--- src/hw/rtl/hashed_key_cache_fifo_evict_core_defines.svh ---
// Assertion macros for the hashed key cache.
`ifndef HASHED_KEY_CACHE_FIFO_EVICT_CORE_DEFINES_SVH
`define HASHED_KEY_CACHE_FIFO_EVICT_CORE_DEFINES_SVH
`ifndef SYNTHESIS
`define HKC_ASSERT_SAME(label, clk, rst_n, ante, cons) \
    label: assert property (@(posedge clk) disable iff (!rst_n) (ante) |-> (cons)) \
        else $error("assertion failed");
`define HKC_ASSERT_NEXT(label, clk, rst_n, ante, cons) \
    label: assert property (@(posedge clk) disable iff (!rst_n) (ante) |=> (cons)) \
        else $error("assertion failed");
`else
`define HKC_ASSERT_SAME(label, clk, rst_n, ante, cons)
`define HKC_ASSERT_NEXT(label, clk, rst_n, ante, cons)
`endif
`endif

--- src/hw/rtl/hkc_ram.sv ---
// Generic single-write, single-read RAM with registered read data.
module hkc_ram #(
    parameter int WIDTH = 8,
    parameter int DEPTH = 16
) (
    input  logic                                i_clk,
    input  logic                                i_we,
    input  logic [(DEPTH>1?$clog2(DEPTH):1)-1:0] i_waddr,
    input  logic [WIDTH-1:0]                    i_wdata,
    input  logic [(DEPTH>1?$clog2(DEPTH):1)-1:0] i_raddr,
    output logic [WIDTH-1:0]                    o_rdata
);
    logic [WIDTH-1:0] r_mem [DEPTH];

    always_ff @(posedge i_clk) begin
        if (i_we) begin
            r_mem[i_waddr] <= i_wdata;
        end
        o_rdata <= r_mem[i_raddr];
    end
endmodule

--- config.mk ---
export PLATFORM = sky130hd
export DESIGN_NAME = hkc_ram
export DESIGN_NICKNAME = d
export VERILOG_FILES = /design/src/hw/rtl/hashed_key_cache_fifo_evict_core_defines.svh /design/src/hw/rtl/hkc_ram.sv
export SDC_FILE = /design/constraint.sdc
export NUM_CORES = 1
export LEC_CHECK = 0
export BUFFER_PORTS_ARGS = -buffer_cell sky130_fd_sc_hd__buf_2
export CAP_MARGIN = 20
export CORE_MARGIN = 3
export CORE_UTILIZATION = 55
export DETAILED_ROUTE_END_ITERATION = 8
export GPL_TIMING_DRIVEN = 0
export PLACE_DENSITY = 0.79
export SYNTH_ARGS = -nofsm -noshare
export SYNTH_HDL_FRONTEND = slang
export SYNTH_SLANG_ARGS = --single-unit
--- constraint.sdc ---
create_clock -name i_clk -period 2.2 [get_ports i_clk]
set_input_delay 0.44 -clock i_clk [delete_from_list [all_inputs] [get_ports i_clk]]
set_output_delay 0.44 -clock i_clk [all_outputs]
set_load 0.01 [all_outputs]
==> report_table.html <==
<table>
<tr><th>Metric</th><th>Value</th></tr>
<tr><th colspan="2">Clock tree</th></tr>
<tr><td>Number of clock buffers inserted by TritonCTS</td><td>17</td></tr>
<tr><td>Source-to-sink clock delay at the later pin of the worst-skew pair</td><td>0.51 ns</td></tr>
<tr><td>Number of buffers inserted for hold repair after clock tree synthesis</td><td>0</td></tr>
<tr><td>Clock Root Buffer</td><td>clkbuf_8</td></tr>
<tr><td>Number of sinks handled by clock tree synthesis</td><td>about 140</td></tr>
<tr><td>Post-CTS Setup Inserts</td><td>0</td></tr>
<tr><td>Number of instances resized during post-cts repair</td><td>0</td></tr>
<tr><td>Buffer levels on the longest clock path</td><td>2</td></tr>
<tr><td>Reg clk slew, reported paths</td><td>0.06 ns</td></tr>
<tr><td>CTS tree</td><td>yes</td></tr>
<tr><td>H-Tree Level Count</td><td>4</td></tr>
<tr><th colspan="2">Placed design</th></tr>
<tr><td>Final estimated routing congestion in global placement</td><td>between 0.6 and 0.7</td></tr>
<tr><td>DP Area</td><td>approximately 0.0054 mm2</td></tr>
<tr><td>DP Wirelength</td><td>~5.9 mm</td></tr>
<tr><td>Total of buffers placed on input and output ports</td><td>24</td></tr>
<tr><th colspan="2">Timing</th></tr>
<tr><td>Shortest period the worst path allows</td><td>1.69 ns</td></tr>
<tr><td>Final max-slew violation count</td><td>0</td></tr>
<tr><td>Setup total negative slack</td><td>0 ns</td></tr>
<tr><td>Tightest Pin Transition</td><td>between 0.8 and 0.9 ns</td></tr>
<tr><td>Final setup viols</td><td>0</td></tr>
<tr><td>Tcrit/Tclk final</td><td>76.8%</td></tr>
<tr><td>Hold violation total from the final report</td><td>0</td></tr>
<tr><td>Highest achievable clock rate</td><td>0.592 GHz</td></tr>
<tr><td>Fin Clk Skew</td><td>0.00446 ns</td></tr>
<tr><td>Worst-case hold slack</td><td>between 0.3 and 0.4 ns</td></tr>
<tr><td>Setup repair after global routing missed its margin</td><td>false</td></tr>
<tr><td>Rel. slew slack</td><td>43.3%</td></tr>
<tr><th colspan="2">Floorplanning</th></tr>
<tr><td>Die area</td><td>0.0106 mm2</td></tr>
<tr><td>Num rows</td><td>34</td></tr>
<tr><td>Core region area</td><td>between 0.008 and 0.009 mm2</td></tr>
<tr><td>Effective utilization at floorplan</td><td>between 50% and 60%</td></tr>
<tr><td>I/O pin count</td><td>26</td></tr>
<tr><td>Die X-Extent</td><td>between 100 and 150 um</td></tr>
<tr><td>Die Ht</td><td>between 100 and 150 um</td></tr>
<tr><th colspan="2">Power and ir drop</th></tr>
<tr><td>Portion of total power attributed to the clock network</td><td>between 40 and 50%</td></tr>
<tr><td>Reg power frac</td><td>48.7%</td></tr>
<tr><td>Switching power total</td><td>1.18 mW</td></tr>
<tr><td>Combinational fraction of design power</td><td>~4.7%</td></tr>
<tr><td>Worst IR Drop VDD</td><td>roughly 510 uV</td></tr>
<tr><td>Total internal power</td><td>roughly 4.8 mW</td></tr>
<tr><td>Leak pwr</td><td>around 2.0 nW</td></tr>
<tr><td>Power density relative to cell area</td><td>around 1000 mW/mm2</td></tr>
<tr><td>Fraction of power spent switching nets</td><td>about a fifth</td></tr>
<tr><th colspan="2">Drt</th></tr>
<tr><td>Drt drc</td><td>0</td></tr>
<tr><td>Average wire per standard cell</td><td>roughly 24 um</td></tr>
<tr><td>Starting DRC count in detailed routing</td><td>263</td></tr>
<tr><td>Number of search-and-repair iterations in the first detailed-routing pass</td><td>4</td></tr>
<tr><td>Via/cell ratio</td><td>6.04</td></tr>
<tr><td>Total wire length after detailed routing</td><td>9.65 mm</td></tr>
<tr><td>Remaining antenna violation count after routing</td><td>0</td></tr>
<tr><td>Total vias in the final route</td><td>around 2400</td></tr>
<tr><th colspan="2">Layout</th></tr>
<tr><td>Count of antenna diodes in the layout</td><td>0</td></tr>
<tr><td>Finished layout cell area</td><td>0.00602 mm2</td></tr>
<tr><td>Layout cell share with drive strength beyond 1</td><td>between 30 and 40%</td></tr>
<tr><td>Core occupancy in the finished layout</td><td>about two thirds</td></tr>
<tr><td>Area overhead of the layout relative to synthesis</td><td>17.0%</td></tr>
<tr><td>Number of fill cells</td><td>roughly 560</td></tr>
<tr><td>Number of nets in the final layout</td><td>about 290</td></tr>
<tr><th colspan="2">Logic synthesis</th></tr>
<tr><td>Avg Cell Area, Syn</td><td>approximately 22 um2</td></tr>
<tr><td>Synthesized netlist net count</td><td>~250</td></tr>
<tr><td>Unique cell type count in the Yosys netlist</td><td>19</td></tr>
<tr><td>Cell area after synthesis</td><td>between 0.005 and 0.006 mm2</td></tr>
<tr><td>Synthesized flop and latch total</td><td>around 140</td></tr>
<tr><td>Combinational family with the most area after synthesis</td><td>multiplexers</td></tr>
<tr><td>Xor/xnor cell area share of the yosys netlist</td><td>0%</td></tr>
<tr><td>Simple logic cell fraction of the synthesized area</td><td>between 3 and 4%</td></tr>
<tr><td>Share of cell area taken by muxes after synthesis</td><td>around 15%</td></tr>
<tr><td>Area fraction in compound gates after synthesis</td><td>under 10%</td></tr>
<tr><td>Synthesized-area fraction occupied by adder cells</td><td>0%</td></tr>
<tr><td>Sequential area share after synthesis</td><td>around 78%</td></tr>
<tr><td>Yosys warns</td><td>0</td></tr>
<tr><td>Post-synthesis instance total</td><td>229</td></tr>
<tr><th colspan="2">Min path</th></tr>
<tr><td>Classification of the worst-slack hold path</td><td>input port to register</td></tr>
<tr><th colspan="2">Global route</th></tr>
<tr><td>Number of antenna violations at the first check in global routing</td><td>0</td></tr>
<tr><td>Global-route wire length before repair</td><td>14.6 mm</td></tr>
<tr><td>Maximum number of pins on one net before global-route repair</td><td>17</td></tr>
<tr><td>Total Routing Usage GR</td><td>about 20%</td></tr>
<tr><td>Vias in the first global route</td><td>approximately 2400</td></tr>
<tr><td>Final global-route overflow total</td><td>0</td></tr>
<tr><th colspan="2">Outcome</th></tr>
<tr><td>Result of the run</td><td>finished clean</td></tr>
<tr><th colspan="2">Critical path</th></tr>
<tr><td>Crit path required time</td><td>between 2 and 2.5 ns</td></tr>
<tr><td>Crit path launch type</td><td>input port</td></tr>
<tr><td>Crit Path Max Fanout</td><td>5</td></tr>
<tr><td>Critical path capture point type</td><td>register</td></tr>
<tr><td>Worst endpoint data arrival time</td><td>1.91 ns</td></tr>
<tr><td>Critical path start-end classification</td><td>input port to register</td></tr>
<tr><th colspan="2">Run</th></tr>
<tr><td># Max-Cap Violations</td><td>0</td></tr>
</table>
[flip-flops by register name, indices dropped and copies added, names as in the netlist]
signal,cells
o_rdata,8
r_mem,128
[power by group through the flow]
stage          Clock, mW  Sequential, mW  Combinational [mW]
2_1_floorplan          0            2.97               0.147
3_3_place_gp           0            2.96               0.269
3_5_place_dp           0            2.96               0.278
4_1_cts             2.83            2.91               0.282
5_1_grt             2.95            2.92               0.302
6_report            2.79            2.91               0.279
[layout by cell type (no fill, tap or decap), drive strengths merged, types with 2 or more instances in the layout]
| master | n |
|---|---|
| nand2 | 9 |
| a22oi | 16 |
| nor2 | 13 |
| mux4 | 32 |
| clkinv | 7 |
| nand2b | 2 |
| dfxtp | 8 |
| nor3 | 4 |
| clkdlybuf4s25 | 3 |
| clkbuf | 20 |
| nand3b | 2 |
| edfxtp | 128 |
| clkinvlp | 2 |
| buf | 35 |
| bufinv | 3 |
[routing by layer]
layer | global-route usage [%] | vias to the layer above | share of wire, % | routed length (um)
met5 | 0 | - | 0 | 0
met4 | 7.07 | 0 | 1.3 | 125
met3 | 5.95 | 13 | 8.1 | 780
met2 | 30.8 | 98 | 49 | 4740
met1 | 29.2 | 1214 | 41 | 4000
li1 | - | 1071 | - | -
[path summary, 6_finish.rpt]
check | startpoint | to | slack, ns | cells past startpoint
setup / recovery | i_waddr[2] | r_mem[0][1] | 0.51 | 4
setup reg to reg | r_mem[7][4] | o_rdata[4] | 0.81 | 3
hold / removal | i_wdata[6] | r_mem[6][6] | 0.32 | 1
hold reg to reg | r_mem[11][1] | o_rdata[1] | 0.68 | 3
[cell families (layout without fill, tap and decap cells)]
group                  after synthesis  count (layout)
AOI/OAI and AO/OA                   16              16
buffers and inverters               10              70
DFF                                136             136
muxes                               32              32
and+or+nand+nor                     35              35
[cells in the mapped netlist]
cell               n  area (um2)
nor3_1             4        20.0
and2b_1            1        7.51
mux4_2            18         405
clkdlybuf4s25_2    3        30.0
a22oi_1           16         120
or3b_2             1        8.76
nand2b_1           2        12.5
nand3b_1           2        15.0
nand2_1            9        33.8
buf_6              3        33.8
and2_1             1        6.26
nand3_1            1        5.00
edfxtp_1         128        3840
nor2_1            13        48.8
nor2b_1            1        6.26
buf_2              3        15.0
dfxtp_1            8         160
buf_4              1        7.51
mux4_1            14         368
[area by class of cell]
cell class	instances	area, um2	area share [%]
sequential	136	4000	66.5
multi-input combinational	83	1060	17.6
clock buffer	20	445	7.40
clock inverter	12	150	2.49
timing repair buffer	28	145	2.41
tap	108	135	2.24
buffer	10	86.3	1.43
[critical path, cell delays in order]
cell,delay [ns]
buf_2,0.11
or3b_2,0.53
nor3_1,0.53
buf_2,0.29
[stage by stage]
step | setup WS, ns | instances | power (mW)
after floorplan | 0.267 | 229 | 3.12
after global placement | -0.256 | 361 | 3.23
after detailed placement | -0.0810 | 365 | 3.24
after CTS | 0.468 | 397 | 6.02
after global routing | 0.469 | 397 | 6.17
final | 0.510 | 397 | 5.98
(Power assumes the default switching activity.)
