<file path="config.mk">
export PLATFORM = sky130hd
export DESIGN_NAME = hkc_hash
export DESIGN_NICKNAME = d
export VERILOG_FILES = /design/src/hw/rtl/hashed_key_cache_fifo_evict_core_defines.svh /design/src/hw/rtl/hkc_pkg.sv /design/src/hw/rtl/hkc_hash.sv
export SDC_FILE = /design/constraint.sdc
export NUM_CORES = 1
export LEC_CHECK = 0
export ABC_AREA = 0
export BUFFER_PORTS_ARGS = -buffer_cell sky130_fd_sc_hd__buf_2
export CAP_MARGIN = 20
export CORE_MARGIN = 5
export CORE_UTILIZATION = 55
export DETAILED_ROUTE_END_ITERATION = 16
export PLACE_DENSITY = 0.77
export SYNTH_ARGS = -nofsm -noshare
export SYNTH_HDL_FRONTEND = slang
export SYNTH_SLANG_ARGS = --single-unit
</file>
<file path="constraint.sdc">
create_clock -name i_clk -period 31.2 [get_ports i_clk]
set_input_delay 1.56 -clock i_clk [delete_from_list [all_inputs] [get_ports i_clk]]
set_output_delay 1.56 -clock i_clk [all_outputs]
set_load 0.1 [all_outputs]
</file>
<file path="src/hw/rtl/hashed_key_cache_fifo_evict_core_defines.svh">
// Assertion macros for the hashed key cache.
`ifndef HASHED_KEY_CACHE_FIFO_EVICT_CORE_DEFINES_SVH
`define HASHED_KEY_CACHE_FIFO_EVICT_CORE_DEFINES_SVH
`ifndef SYNTHESIS
`define HKC_ASSERT_SAME(label, clk, rst_n, ante, cons) \
    label: assert property (@(posedge clk) disable iff (!rst_n) (ante) |-> (cons)) \
        else $error("assertion failed");
`define HKC_ASSERT_NEXT(label, clk, rst_n, ante, cons) \
    label: assert property (@(posedge clk) disable iff (!rst_n) (ante) |=> (cons)) \
        else $error("assertion failed");
`else
`define HKC_ASSERT_SAME(label, clk, rst_n, ante, cons)
`define HKC_ASSERT_NEXT(label, clk, rst_n, ante, cons)
`endif
`endif

</file>
<file path="src/hw/rtl/hkc_pkg.sv">
// Shared types and constants of the hashed key cache.
package hkc_pkg;
    localparam int NUM_ENTRIES = 64;
    localparam int NUM_BUCKETS = 32;
    localparam logic [31:0] HASH_SEED = 32'd5381;
    localparam int HASH_SHIFT = 5;
    localparam int KEY_W = 256;
    localparam int BC_W = 6;
    localparam int EL_W = 7;
    localparam int CFG_IDX_W = 2;
    localparam int CFG_DATA_W = 7;
    localparam logic [BC_W-1:0] BC_RESET = 6'd32;
    localparam logic [EL_W-1:0] EL_RESET = 7'd64;
    localparam logic [CFG_IDX_W-1:0] REG_BUCKET_COUNT = 2'd0;
    localparam logic [CFG_IDX_W-1:0] REG_ENTRY_LIMIT = 2'd1;
    localparam logic [1:0] OP_LOOKUP = 2'd0;
    localparam logic [1:0] OP_INSERT = 2'd1;
    localparam logic [1:0] OP_EMPTY = 2'd2;
    localparam logic [1:0] OP_NONE = 2'd3;

    typedef logic [5:0] t_slot;

    typedef struct packed {
        logic [1:0]  op;
        logic [63:0] key_word0;
        logic [63:0] key_word1;
        logic [63:0] key_word2;
        logic [63:0] key_word3;
        logic [63:0] value_word0;
        logic [63:0] value_word1;
        logic [63:0] value_word2;
        logic [63:0] value_word3;
    } t_in;

    typedef struct packed {
        logic        hit;
        logic        evicted;
        t_slot       slot;
        logic [63:0] out_word0;
        logic [63:0] out_word1;
        logic [63:0] out_word2;
        logic [63:0] out_word3;
    } t_out;
endpackage

</file>
<file path="src/hw/rtl/hkc_hash.sv">
// djb2 hash of a 32-byte key, four bytes a cycle, then a bit-serial modulo.
module hkc_hash #(
    parameter int NUM_BUCKETS = hkc_pkg::NUM_BUCKETS
) (
    input  logic                                         i_clk,
    input  logic                                         i_rst_n,
    input  logic                                         i_start,
    input  logic [hkc_pkg::KEY_W-1:0]                    i_key,
    input  logic [$clog2(NUM_BUCKETS+1)-1:0]             i_divisor,
    output logic                                         o_done,
    output logic [(NUM_BUCKETS>1?$clog2(NUM_BUCKETS):1)-1:0] o_bucket
);
    localparam int DVW = $clog2(NUM_BUCKETS + 1);
    localparam int BW = (NUM_BUCKETS > 1) ? $clog2(NUM_BUCKETS) : 1;
    localparam logic [1:0] PH_IDLE = 2'd0;
    localparam logic [1:0] PH_HASH = 2'd1;
    localparam logic [1:0] PH_DIV = 2'd2;

    logic [1:0]                r_phase, n_phase;
    logic [4:0]                r_cnt, n_cnt;
    logic                      r_done, n_done;
    logic [31:0]               r_h, n_h;
    logic [hkc_pkg::KEY_W-1:0] r_key, n_key;
    logic [DVW-1:0]            r_rem, n_rem;
    logic [DVW:0]              trial;
    logic [31:0]               acc;

    always_comb begin
        n_phase = r_phase;
        n_cnt = r_cnt;
        n_done = 1'b0;
        n_h = r_h;
        n_key = r_key;
        n_rem = r_rem;
        acc = r_h;
        trial = {r_rem, r_h[31]};
        case (r_phase)
            PH_IDLE: begin
                if (i_start) begin
                    n_phase = PH_HASH;
                    n_cnt = '0;
                    n_h = hkc_pkg::HASH_SEED;
                    n_key = i_key;
                end
            end
            PH_HASH: begin
                for (int j = 0; j < 4; j++) begin
                    acc = (acc << hkc_pkg::HASH_SHIFT) + acc
                        + {24'd0, r_key[hkc_pkg::KEY_W-1-8*j -: 8]};
                end
                n_h = acc;
                n_key = r_key << 32;
                n_cnt = r_cnt + 5'd1;
                if (r_cnt == 5'd7) begin
                    n_phase = PH_DIV;
                    n_cnt = '0;
                    n_rem = '0;
                end
            end
            PH_DIV: begin
                // one quotient bit per cycle, remainder stays below the divisor
                if (trial >= {1'b0, i_divisor}) begin
                    n_rem = DVW'(trial - {1'b0, i_divisor});
                end else begin
                    n_rem = DVW'(trial);
                end
                n_h = r_h << 1;
                n_cnt = r_cnt + 5'd1;
                if (r_cnt == 5'd31) begin
                    n_phase = PH_IDLE;
                    n_done = 1'b1;
                end
            end
            default: begin
                n_phase = PH_IDLE;
            end
        endcase
    end

    always_ff @(posedge i_clk) begin
        if (!i_rst_n) begin
            r_phase <= PH_IDLE;
            r_cnt <= '0;
            r_done <= 1'b0;
        end else begin
            r_phase <= n_phase;
            r_cnt <= n_cnt;
            r_done <= n_done;
        end
    end

    always_ff @(posedge i_clk) begin
        r_h <= n_h;
        r_key <= n_key;
        r_rem <= n_rem;
    end

    assign o_done = r_done;
    assign o_bucket = BW'(r_rem);
endmodule

</file>
==> out/summary.txt <==
STATUS
-------------------------------------------------------------------------------------------
Result of the run                                                                 completed

GLOBAL ROUTE
-------------------------------------------------------------------------------------------
Number of global-route vias before repair                                             14200
Initial antenna violation count                                                          36
Largest net degree at the start of global routing                                        84
Wire length of the first global-routing pass                                       74000 µm
Overall track demand over capacity in global routing                                  22.7%
Global-route track usage on met2                                                      40.9%
Remaining Overflow, GRT                                                                   0
Met3 usage                                                                            7.06%
Busiest grt layer                                                                      met2
Met1 global-route usage                                                               25.6%

CRITICAL PATH
-------------------------------------------------------------------------------------------
Crit end category                                                                 flip-flop
Standard cell with the maximum stage delay on the critical path                sky130_fd_sc_hd__fa_1
Crit start category                                                               flip-flop
Crit Path Max Fanout                                                                      5
Class of the most critical setup path                                          flip-flop to flip-flop
Arrival time of data at the critical path endpoint                                 10390 ps
Top cell by count, worst path                                                  sky130_fd_sc_hd__a21o_1
Required @ worst endpoint                                                          31620 ps
Worst stage delay on the critical path                                               510 ps

DIE
-------------------------------------------------------------------------------------------
Number of top-level pins                                                                271
Standard cell core area                                                          0.0363 mm²
Floorplan die width                                                                  201 µm
Starting utilization of the core area                                                 55.3%
Num rows                                                                                 70
DIE AREA                                                                         0.0404 mm²
Chip height                                                                          201 µm

HOLD PATH
-------------------------------------------------------------------------------------------
Worst hold-check path type                                                     flip-flop to flip-flop

LOGIC SYNTHESIS
-------------------------------------------------------------------------------------------
Gate count of the mapped netlist                                                       1648
Post-synth top flop                                                            sky130_fd_sc_hd__edfxtp_1
Cell with the most instances after synthesis                                   sky130_fd_sc_hd__edfxtp_1
Share of async-settable or async-resettable flops after synthesis                        0%
Number of synthesized flops with an enable pin                                          294
Netlist Area Pre-Place                                                           0.0200 mm²
Number of warning messages in the yosys log                                               0
Synthesized area per cell                                                          12.2 µm²
Top cells by area in the synthesized netlist                                   sky130_fd_sc_hd__edfxtp_1 44%, sky130_fd_sc_hd__ha_1 14%, sky130_fd_sc_hd__mux2_2 13%
Synth top area share                                                                  44.1%
Sequential area share after synthesis                                                 44.9%
Top cells by count, synth                                                      294 x sky130_fd_sc_hd__edfxtp_1, 228 x sky130_fd_sc_hd__ha_1, 224 x sky130_fd_sc_hd__mux2_2, 98 x sky130_fd_sc_hd__a21oi_1, 93 x sky130_fd_sc_hd__xnor2_1
Largest area contributor in the netlist                                        sky130_fd_sc_hd__edfxtp_1
Synthesized net count                                                                  2158
Count of cell types in the netlist                                                       72
Number of register bits inferred by synthesis                                           302

LAYOUT
-------------------------------------------------------------------------------------------
NumNets Final                                                                          2427
Share of final-layout standard cells stronger than drive strength 1                   29.1%
Signed area change from the synthesized netlist to the final layout                   13.9%

STA
-------------------------------------------------------------------------------------------
Worst relative slew slack                                                             32.3%
Final worst clock skew                                                              26.7 ps
Min setup slack post-route                                                         21240 ps
Max Transition Viols Final                                                                0
Hold Vio Cnt, Final                                                                       0
Post-layout min period                                                              9960 ps
Transition time at the pin with the least slew margin                               1010 ps
Final hold slack                                                                     529 ps
Setup repair after global routing missed its margin                                      no
Fmax                                                                              0.100 GHz
Count of endpoints failing setup in the final report                                      0
Setup total negative slack                                                             0 ps
Final cycle utilization of the critical path                                          31.9%

CLOCKING
-------------------------------------------------------------------------------------------
Quantity of hold-fixing buffers added after cts                                           0
TritonCTS clock tree                                                                  built
Clock-pin transition on the worst setup and hold timing paths                         60 ps
Number of clock sinks                                                                   302
CTS-repair resized insts                                                                  0
Number of buffers inserted to repair setup after CTS                                      0
CTS Buf Count                                                                            31
Clk buf depth                                                                             3
H-tree depth reported by CTS                                                              1
Clock network latency to the later pin of the worst-skew pair                        580 ps
Root cell of the clock tree                                                    sky130_fd_sc_hd__clkbuf_16

ROUTING
-------------------------------------------------------------------------------------------
Routed Antenna Nets                                                                       0
Total via count in the routed design                                                  13700
Number of design-rule violations left by the first detailed-router iteration            701
Wire length per cell                                                                19.3 µm
Via/cell ratio                                                                         5.65
Number of detailed-route iterations in the first pass                                     5
Total wirelength of the detailed-routed design                                     46700 µm
DR DRC count                                                                              0

PLACED DESIGN
-------------------------------------------------------------------------------------------
Port Buffers                                                                            270
Post-placement worst setup slack                                                   21340 ps
Hpwl dp                                                                            36500 µm
Routability congestion estimate from global placement                                 0.926

JOB
-------------------------------------------------------------------------------------------
Number of maximum-capacitance violations                                                  0

## through the flow
step           instance area [µm²]  util, %  cells
5_1_grt                      22800     62.9   2419
2_1_floorplan                20000        -   1648
4_1_cts                      22800     62.9   2410
3_3_place_gp                 21900     60.3   2352
6_report                     22800     62.9   2421
3_5_place_dp                 21900     60.3   2352
## flip-flops by register name, summed over array words and instances, names as in the netlist
| name | flops |
|---|---|
| o_done | 1 |
| r_key | 256 |
| r_cnt | 5 |
| r_h | 32 |
| r_rem | 6 |
| r_phase | 2 |
## cell usage in the layout, fill, tap and decap left out, types with 13 or more instances in the layout
cell,instances
sky130_fd_sc_hd__o21bai_1,13
sky130_fd_sc_hd__o21ai_0,49
sky130_fd_sc_hd__a21o_1,55
sky130_fd_sc_hd__nor2_1,79
sky130_fd_sc_hd__a21oi_1,98
sky130_fd_sc_hd__edfxtp_1,294
sky130_fd_sc_hd__a22oi_1,14
sky130_fd_sc_hd__xor2_1,35
sky130_fd_sc_hd__nand2_1,64
sky130_fd_sc_hd__ha_1,227
sky130_fd_sc_hd__buf_2,270
sky130_fd_sc_hd__fa_1,17
sky130_fd_sc_hd__o21a_1,19
sky130_fd_sc_hd__nand3_1,20
sky130_fd_sc_hd__clkbuf_16,31
sky130_fd_sc_hd__nor2b_1,71
sky130_fd_sc_hd__inv_1,66
sky130_fd_sc_hd__mux2_2,224
sky130_fd_sc_hd__nand2b_1,20
sky130_fd_sc_hd__xnor2_1,93
## routing by layer
layer  share of wire [%]  up-vias
met2                  51      349
met5                0.61        -
li1                    -     6719
met3                 7.1      119
met1                  38     6445
met4                 3.2       44
## worst max-delay path: cells and delay by family (launching register included)
kind                       cells  cell delay (ps)
adders and majority gates      6             2040
AOI/OAI and AO/OA             22             4300
xor gates and xnor gates       7             1960
and+or+nand+nor                5             1040
DFF                            1              470
## final cells by class
type / count / area, µm²
Multi-Input combinational cell: 1237 / 10600
Antenna cell: 11 / 27.5
Clock buffer: 34 / 787
Sequential cell: 302 / 8990
Tap cell: 468 / 586
Fill cell: 2800 / 13400
Clock inverter: 24 / 125
Inverter: 67 / 251
Timing Repair Buffer: 278 / 1410
## path summary, 6_finish.rpt
check        slack [ps]  cells past startpoint         to       from
min                 530                      1  r_key[73]  r_key[41]
max               21240                     40    r_h[31]     r_h[2]
min reg2reg         530                      1  r_key[73]  r_key[41]
max reg2reg       21240                     40    r_h[31]     r_h[2]
## cell families (layout without fill, tap and decap cells)
family          after synthesis  after routing  synth area share, %
mux                         225            225                 12.6
fa+ha+maj                   245            245                 15.9
other cells                   0             11                    0
buf+inv                     109            403                 2.14
simple gates                308            308                 7.73
compound gates              328            328                 10.8
flops                       302            302                 44.9
xor+xnor                    131            131                 5.94
Power is left out: the tool's default activity adds up to more than one toggle a clock period on the data nets, which glitch-free logic cannot reach.
